===== config.mk =====
export PLATFORM = sky130hd
export DESIGN_NAME = nca_cell
export DESIGN_NICKNAME = d
export VERILOG_FILES = /design/src/nca_pkg.sv /design/src/nca_cell.sv
export SDC_FILE = /design/constraint.sdc
export NUM_CORES = 1
export LEC_CHECK = 0
export BUFFER_PORTS_ARGS = -buffer_cell sky130_fd_sc_hd__buf_4
export CAP_MARGIN = 0
export CORE_MARGIN = 2
export CORE_UTILIZATION = 55
export CTS_CLUSTER_DIAMETER = 150
export DETAILED_ROUTE_END_ITERATION = 7
export GPL_TIMING_DRIVEN = 0
export PLACE_DENSITY_LB_ADDON = 0.15
export SYNTH_ARGS = -nofsm -noshare
export SYNTH_HDL_FRONTEND = slang
export SYNTH_SLANG_ARGS = --single-unit

===== constraint.sdc =====
create_clock -name clk -period 10.1 [get_ports clk]
set_clock_uncertainty 0.1 [all_clocks]
set_input_delay 0 -clock clk [delete_from_list [all_inputs] [get_ports clk]]
set_output_delay 0 -clock clk [all_outputs]
set_load 0.01 [all_outputs]

===== src/nca_pkg.sv =====
// nca_pkg: constants, field widths and shared types of the nearest-centroid block.
// No dependencies; all other files import this package.
package nca_pkg;

  // Sizing
  localparam int MAX_CLUSTERS = 16;
  localparam int MAX_DIMS     = 16;
  localparam int COORD_BITS   = 16;

  localparam int IDX_W   = $clog2(MAX_CLUSTERS);
  localparam int DIM_W   = $clog2(MAX_DIMS);
  localparam int POS_W   = $clog2(MAX_DIMS + 1);
  localparam int DIFF_W  = COORD_BITS + 1;
  localparam int SQ_W    = 2 * DIFF_W;
  localparam int DIST_W  = 36;

  // Port field widths
  localparam int CLUSTER_W  = 4;
  localparam int DIM_FLD_W  = 4;
  localparam int COORD_W    = 16;
  localparam int NEAREST_W  = 4;
  localparam int COUNT_W    = 5;
  localparam int CFG_IDX_W  = 2;
  localparam int CFG_DATA_W = 5;

  localparam logic [DIST_W-1:0]  DIST_MAX    = {DIST_W{1'b1}};
  localparam logic [COUNT_W-1:0] COUNT_RESET = COUNT_W'(16);

  // Request kinds
  localparam logic KIND_LOAD  = 1'b0;
  localparam logic KIND_POINT = 1'b1;

  // Configuration register indexes
  localparam logic [CFG_IDX_W-1:0] REG_CLUSTER_COUNT = 2'd0;
  localparam logic [CFG_IDX_W-1:0] REG_SKIP_ENABLE   = 2'd1;
  localparam logic [CFG_IDX_W-1:0] REG_SKIP_CLUSTER  = 2'd2;

  // Centroid coordinate write, broadcast to all cells
  typedef struct packed {
    logic                         we;
    logic [IDX_W-1:0]             cluster;
    logic [DIM_W-1:0]             dim;
    logic signed [COORD_BITS-1:0] coord;
  } load_t;

  // Point datapath control, broadcast to all cells
  typedef struct packed {
    logic                         rd_en;
    logic [DIM_W-1:0]             pos;
    logic signed [COORD_BITS-1:0] coord_a;
    logic                         acc_b;
  } pt_ctl_t;

  // Eligibility settings
  typedef struct packed {
    logic [COUNT_W-1:0] count;
    logic               skip_en;
    logic [IDX_W-1:0]   skip_idx;
  } sel_cfg_t;

  // Running minimum handed from cell to cell
  typedef struct packed {
    logic              valid;
    logic              found;
    logic [IDX_W-1:0]  best;
    logic [DIST_W-1:0] min_dist;
  } token_t;

endpackage


===== src/nca_cell.sv =====
// nca_cell: one centroid. Holds its coordinates, accumulates the squared
// distance of the current point and updates the passing minimum token. Uses nca_pkg.
module nca_cell import nca_pkg::*; (
  input  logic             clk,
  input  logic             rst,
  input  logic [IDX_W-1:0] cell_index,
  input  load_t            ld,
  input  pt_ctl_t          pt,
  input  sel_cfg_t         sel,
  input  token_t           tok_in,
  output token_t           tok_out
);

  logic signed [COORD_BITS-1:0] coords [MAX_DIMS];
  logic signed [COORD_BITS-1:0] rd;
  logic signed [DIFF_W-1:0]     diff;
  logic signed [SQ_W-1:0]       sq_full;
  logic [SQ_W-1:0]              sq;
  logic [DIST_W:0]              sum_ext;
  logic [DIST_W-1:0]            sum;
  logic [DIST_W-1:0]            sum_next;
  logic                         eligible;
  logic                         take;

  // Coordinate store, registered read
  always_ff @(posedge clk) begin
    if (ld.we && ld.cluster == cell_index) begin
      coords[ld.dim] <= ld.coord;
    end
    if (pt.rd_en) begin
      rd <= coords[pt.pos];
    end
  end

  // Difference and square, registered
  assign diff    = DIFF_W'(pt.coord_a) - DIFF_W'(rd);
  assign sq_full = diff * diff;

  always_ff @(posedge clk) begin
    sq <= unsigned'(sq_full);
  end

  // Saturating accumulate
  assign sum_ext  = {1'b0, sum} + (DIST_W + 1)'(sq);
  assign sum_next = sum_ext[DIST_W] ? DIST_MAX : sum_ext[DIST_W-1:0];

  always_ff @(posedge clk) begin
    if (rst) begin
      sum <= '0;
    end else if (tok_in.valid) begin
      sum <= '0;            // read out by the token, start over
    end else if (pt.acc_b) begin
      sum <= sum_next;
    end
  end

  // Minimum update; strict compare keeps the lower index on a tie
  assign eligible = (COUNT_W'(cell_index) < sel.count) &&
                    !(sel.skip_en && sel.skip_idx == cell_index);
  assign take     = eligible && (!tok_in.found || sum < tok_in.min_dist);

  always_ff @(posedge clk) begin
    if (rst) begin
      tok_out.valid <= 1'b0;
    end else begin
      tok_out.valid <= tok_in.valid;
    end
    if (take) begin
      tok_out.found    <= 1'b1;
      tok_out.best     <= cell_index;
      tok_out.min_dist <= sum;
    end else begin
      tok_out.found    <= tok_in.found;
      tok_out.best     <= tok_in.best;
      tok_out.min_dist <= tok_in.min_dist;
    end
  end

endmodule


== Yosys cells after proc, flatten, opt, wreduce, memory -nomap -nowiden ==
Memory sizes are Yosys's and may differ from the RTL's. A register that Yosys moved wholly into a read port is not among the register bits.
Index checks and enable logic that the tools add are counted.

* Order comparisons: 2
* Multipliers: 1
* $add $sub $neg: 2
* Equal/unequal tests: 2
* Mux-type cells: 4
* Reduce and logical (&&, ||, !) cells: 8

{| class="wikitable"
|+ Operator list
! cell !! number
|-
| 40-bit 2-to-1 mux || 1
|-
| 36-bit by 34-bit adder with 37-bit output || 1
|-
| 36-bit < comparator || 1
|-
| 36-bit 2-to-1 mux || 1
|-
| 17-bit by 17-bit multiplier with 34-bit output || 1
|-
| 16-bit by 16-bit subtractor with 17-bit output || 1
|-
| 4-bit equality test || 2
|-
| 4-bit by 5-bit < comparator with 1-bit output || 1
|-
| 1-bit logical AND || 4
|-
| 1-bit zero test || 2
|-
| 1-bit 2-to-1 mux || 2
|-
| 2-bit OR reduction || 1
|-
| 1-bit logical OR || 1
|}

* Memories kept: 1
* Memory bits (writable): 256
* Flip-flop bits (word level): 112
* Logic and storage cells: 26

{| class="wikitable"
|+ Memory list
! memory !! depth !! bits a word !! rd ports !! clocked after memory_dff !! write ports !! line !! RTL
|-
| coords || 16 || 16 || 1 || 1 || 1 || nca_cell.sv:14 || <nowiki>logic signed [COORD_BITS-1:0] coords [MAX_DIMS];</nowiki>
|}

== Logic depth before layout (Yosys ltp) ==
* Depth after elaboration: 6
* Depth in mapped cells: 34
* Depth with buffers taken out: 33

== Worst setup path before layout ==
No wires, ideal clock.

* Path type: reg-to-reg
* Start point: register rd[0] (read register of coords)
* End point: register sq[25]
* Data arrival time: 7.744 ns
* Stages on the path, launching flop included: 33
* Slack: 2.150 ns
* Library setup time: 0.106 ns
* Path buffers: 1
* Clock period less this slack: 7.950 ns
* Data required time: 9.894 ns
* Path through: edfxtp_1 -> ha_1 -> inv_1 -> fa_1 -> a21o_1 -> a21oi_1 -> nor2b_1 -> o211a_1 -> a21o_1 -> a21oi_1 -> xnor2_1 -> clkbuf_1 -> nand2_1 -> fa_1 -> inv_1 -> fa_1 -> inv_1 -> fa_1 -> inv_1 -> fa_1 -> fa_1 -> inv_1 -> fa_1 -> inv_1 -> ha_1 -> a21o_1 -> o21ai_0 -> nor2b_1 -> o221ai_1 -> a21oi_1 -> o21ai_0 -> a2111o_1 -> o311ai_0

* Longest elaborated chain between the ends: 2

{| class="wikitable"
|+ Ends and longest elaborated chain
! element !! line !! RTL
|-
| start: declaration || nca_cell.sv:15 || <nowiki>logic signed [COORD_BITS-1:0] rd;</nowiki>
|-
| 16-bit by 16-bit subtractor with 17-bit output || nca_cell.sv:36 || <nowiki>assign diff = DIFF_W'(pt.coord_a) - DIFF_W'(rd);</nowiki>
|-
| 17-bit by 17-bit multiplier with 34-bit output || nca_cell.sv:37 || <nowiki>assign sq_full = diff * diff;</nowiki>
|-
| via sq_full[25] || nca_cell.sv:17 || <nowiki>logic signed [SQ_W-1:0] sq_full;</nowiki>
|-
| end signal: assignment || nca_cell.sv:40 || <nowiki>sq <= unsigned'(sq_full);</nowiki>
|-
| end: declaration || nca_cell.sv:18 || <nowiki>logic [SQ_W-1:0] sq;</nowiki>
|}

The timed path passes the listed nets, and every way through them passes these cells.
A chain may end at the register's enable or synchronous reset.

== Final worst setup path ==
* Start point: register rd[0] (read register of coords)
* End point: register sq[33]

Same word-level chain as after synthesis.

==> results.json <==
{
  "run_status": "completed",
  "antenna_left": 0,
  "fin_nets": 3348,
  "min_period_over_period_pct": 95.5,
  "grt_util_all_layers_pct": 28.3,
  "num_rows": 83,
  "setup.worst_path.start_class": "flip-flop",
  "ys_types": 74,
  "coreArea_mm2": 0.0512,
  "worst_path_dominant_cell_family": "adder cells",
  "critPathMostFrequentCell": "sky130_fd_sc_hd__fa_1",
  "cts_tree": "yes",
  "io_pins": 147,
  "worst_path_largest_cell_delay_ns": 0.86,
  "synth_ff_type": "sky130_fd_sc_hd__edfxtp_1",
  "rsz0062_at_grt": "false",
  "endpoint_kind": "flip-flop",
  "drt-initial-drc-count": 1628,
  "synth.ff_latch_count": 383,
  "place_hpwl_mm": 56.4,
  "die_h_um": 231,
  "via_count_of_the_first_global_routing_pass": 21600,
  "slowest_stage": "sky130_fd_sc_hd__xnor2_1",
  "mappedNetlistArea_mm2": 0.0284,
  "final_area_mm2": 0.0328,
  "cell_chosen_for_the_clock_root": "sky130_fd_sc_hd__clkbuf_16",
  "clk_latency_ns": 0.59,
  "maxSlewHeadroom_pct": 16.3,
  "synthArstFlopShare_pct": 0,
  "cts-buffers-inserted": 40,
  "yosysWarningCount": 0,
  "cts.path.max_buffers": 3,
  "clock-sinks": 383,
  "grt_antenna_before_repair": 1,
  "drive_above_1_share_pct": 13.7,
  "grt_start_max_net_pins": 17,
  "worst_setup_hold_path_clk_slew_ns": 0.08,
  "overflow": 0,
  "vias": 20700,
  "area_after_dpl_mm2": 0.0306,
  "final_max_slew_viol_count": 0,
  "synthesis.nets": 3069,
  "post_synth_inst_count": 2524,
  "placement.io_buffers": 142,
  "detail_route.wirelength_mm": 73.3,
  "highest_net_fanout_along_the_worst_path": 10,
  "max_slew.worst_pin.slew_ns": 1.24,
  "number_of_enable_flip_flop_cells_after_synthesis": 272,
  "yosysSeqAreaShare_pct": 36.6,
  "synth.avg_cell_area_um2": 11.3,
  "final.min_clock_period_ns": 9.65,
  "floorplan.die_area_mm2": 0.0535,
  "timing.critical_path.buf_inv": 7,
  "finalSetupTns_ns": 0,
  "data_required_time_at_the_worst_endpoint_ns": 10.44,
  "drv.max_cap_violation_count": 0,
  "ctsHtreeMaxLevel": 2,
  "grt_first_pass_wirelength_mm": 117,
  "critical_path_class": "reg2reg",
  "via_per_inst": 5.88,
  "hold_violations": 0,
  "detailed_route_drc_error_count": 0,
  "initial_utilization_pct": 55.5,
  "area_growth_from_synthesis_to_layout_pct": 15.6,
  "fp.dieW_um": 231,
  "dr.pass1.iters": 6,
  "detail_route.wl_per_cell_um": 20.9,
  "timing_limited_maximum_frequency_mhz": 104,
  "final_setup_viols": 0,
  "crit_arrival_ns": 9.99,
  "hold_path.class": "in2reg",
  "gp_congestion": 0.950,
  "antennaDiodeCount": 0
}
## final timing paths
check | from | to | slack [ns] | cells after the start
min | tok_in[8] | tok_out[8] | 0.10 | 4
min reg2reg | sum[29] | tok_out[29] | 0.46 | 2
max | rd[0] | sq[33] | 0.45 | 32
max reg2reg | rd[0] | sq[33] | 0.45 | 32
## state kept, by name, indices dropped and copies added (netlist names)
signal and flops:
sum 36, coords 256, tok_out 42, rd 16, sq 33
## logic make-up (layout without fill, tap and decap cells)
kind of cell / Yosys count / count (layout) / share of synthesized area, %
AND/OR/NAND/NOR: 625 / 625 / 10.2
XOR/XNOR: 79 / 79 / 2.44
multiplexers: 82 / 82 / 6.42
buffers and inverters: 492 / 802 / 6.68
adder cells (fa/ha/maj): 440 / 440 / 26.6
flip-flops: 383 / 383 / 36.6
AO/OA/AOI/OAI: 423 / 423 / 11.1
## placed cells by master, fill, tap and decap left out, types with 31 or more instances in the layout
cell                            count
sky130_fd_sc_hd__o21ai_0           77
sky130_fd_sc_hd__edfxtp_1         272
sky130_fd_sc_hd__xor2_1            31
sky130_fd_sc_hd__nor2_1           144
sky130_fd_sc_hd__a21o_1            47
sky130_fd_sc_hd__clkbuf_1          86
sky130_fd_sc_hd__buf_4            144
sky130_fd_sc_hd__o2111ai_1         44
sky130_fd_sc_hd__a221oi_2          41
sky130_fd_sc_hd__inv_1            374
sky130_fd_sc_hd__nand3_1          104
sky130_fd_sc_hd__ha_1             168
sky130_fd_sc_hd__dlygate4sd3_1     79
sky130_fd_sc_hd__a21oi_1          102
sky130_fd_sc_hd__fa_1             272
sky130_fd_sc_hd__xnor2_1           48
sky130_fd_sc_hd__nor3_1            69
sky130_fd_sc_hd__dfxtp_1          111
sky130_fd_sc_hd__mux4_2            80
sky130_fd_sc_hd__nand2_1          175
sky130_fd_sc_hd__clkbuf_16         40
## tightest hold or removal path: cells and delay by family
kind	cells	cell delay (ns)
AND/OR/NAND/NOR	1	0.08
buffers and inverters	2	0.63
AO/OA/AOI/OAI	1	0.05
## routing by layer
layer  track usage [%]  routed length (µm)  vias to the layer above
met5                 0                  14                        -
li1                  -                   -                     9396
met4              9.35                2360                        2
met3              4.04                4040                      149
met2              50.9               38000                      682
met1              35.0               28800                    10400
## synthesized netlist by cell type (10+ instances only)
library cell	n	share of area, %
sky130_fd_sc_hd__a21oi_1	102	1.8
sky130_fd_sc_hd__nor3_1	73	1.3
sky130_fd_sc_hd__o21ai_0	77	1.4
sky130_fd_sc_hd__a31oi_1	11	0.24
sky130_fd_sc_hd__a21o_1	47	1.2
sky130_fd_sc_hd__and3_1	10	0.22
sky130_fd_sc_hd__o21a_1	13	0.34
sky130_fd_sc_hd__nor2b_1	14	0.31
sky130_fd_sc_hd__dfxtp_1	111	7.8
sky130_fd_sc_hd__o2111ai_1	44	1.4
sky130_fd_sc_hd__xnor2_1	48	1.5
sky130_fd_sc_hd__edfxtp_1	272	29
sky130_fd_sc_hd__buf_1	10	0.13
sky130_fd_sc_hd__mux4_2	80	6.3
sky130_fd_sc_hd__xor2_1	31	0.96
sky130_fd_sc_hd__clkbuf_1	84	1.1
sky130_fd_sc_hd__fa_1	272	19
sky130_fd_sc_hd__nand2b_1	17	0.37
sky130_fd_sc_hd__and2_1	30	0.66
sky130_fd_sc_hd__nand2_1	175	2.3
sky130_fd_sc_hd__nor2_1	156	2.1
sky130_fd_sc_hd__nand3_1	104	1.8
sky130_fd_sc_hd__nand4_1	10	0.22
sky130_fd_sc_hd__a221oi_2	41	2.2
sky130_fd_sc_hd__buf_2	13	0.23
sky130_fd_sc_hd__inv_1	374	4.9
sky130_fd_sc_hd__ha_1	168	7.4
## layout make-up
cell class	count	area (µm²)
Clock inverter	28	392
Tap cell	680	851
Clock buffer	45	1050
Multi-Input combinational cell	1649	16200
Buffer	112	470
Timing Repair Buffer	237	2080
Fill cell	3967	18400
Sequential cell	383	10400
Inverter	380	1430
## what timing repair did
item                                   4_1_cts  5_1_grt
buffers inserted                             0        0
resized for setup                            0        0
hold buffers                                79        0
endpoints found under the hold margin      446        0
## through the flow
stage                     instances  hold WS, ns  utilization [%]  setup WS [ns]
final                          3514        0.101             64.1          0.450
after global routing           3514       0.0971             64.1         0.0645
after CTS                      3514       0.0808             64.1          0.569
after detailed placement       3362       0.0706             59.7          0.626
after global placement         3346       0.0678             59.2          0.724
after floorplan                2524      -0.0284                -           2.15
Power is left out: the tool's default activity adds up to more than one toggle a clock period on the data nets, which glitch-free logic cannot reach.
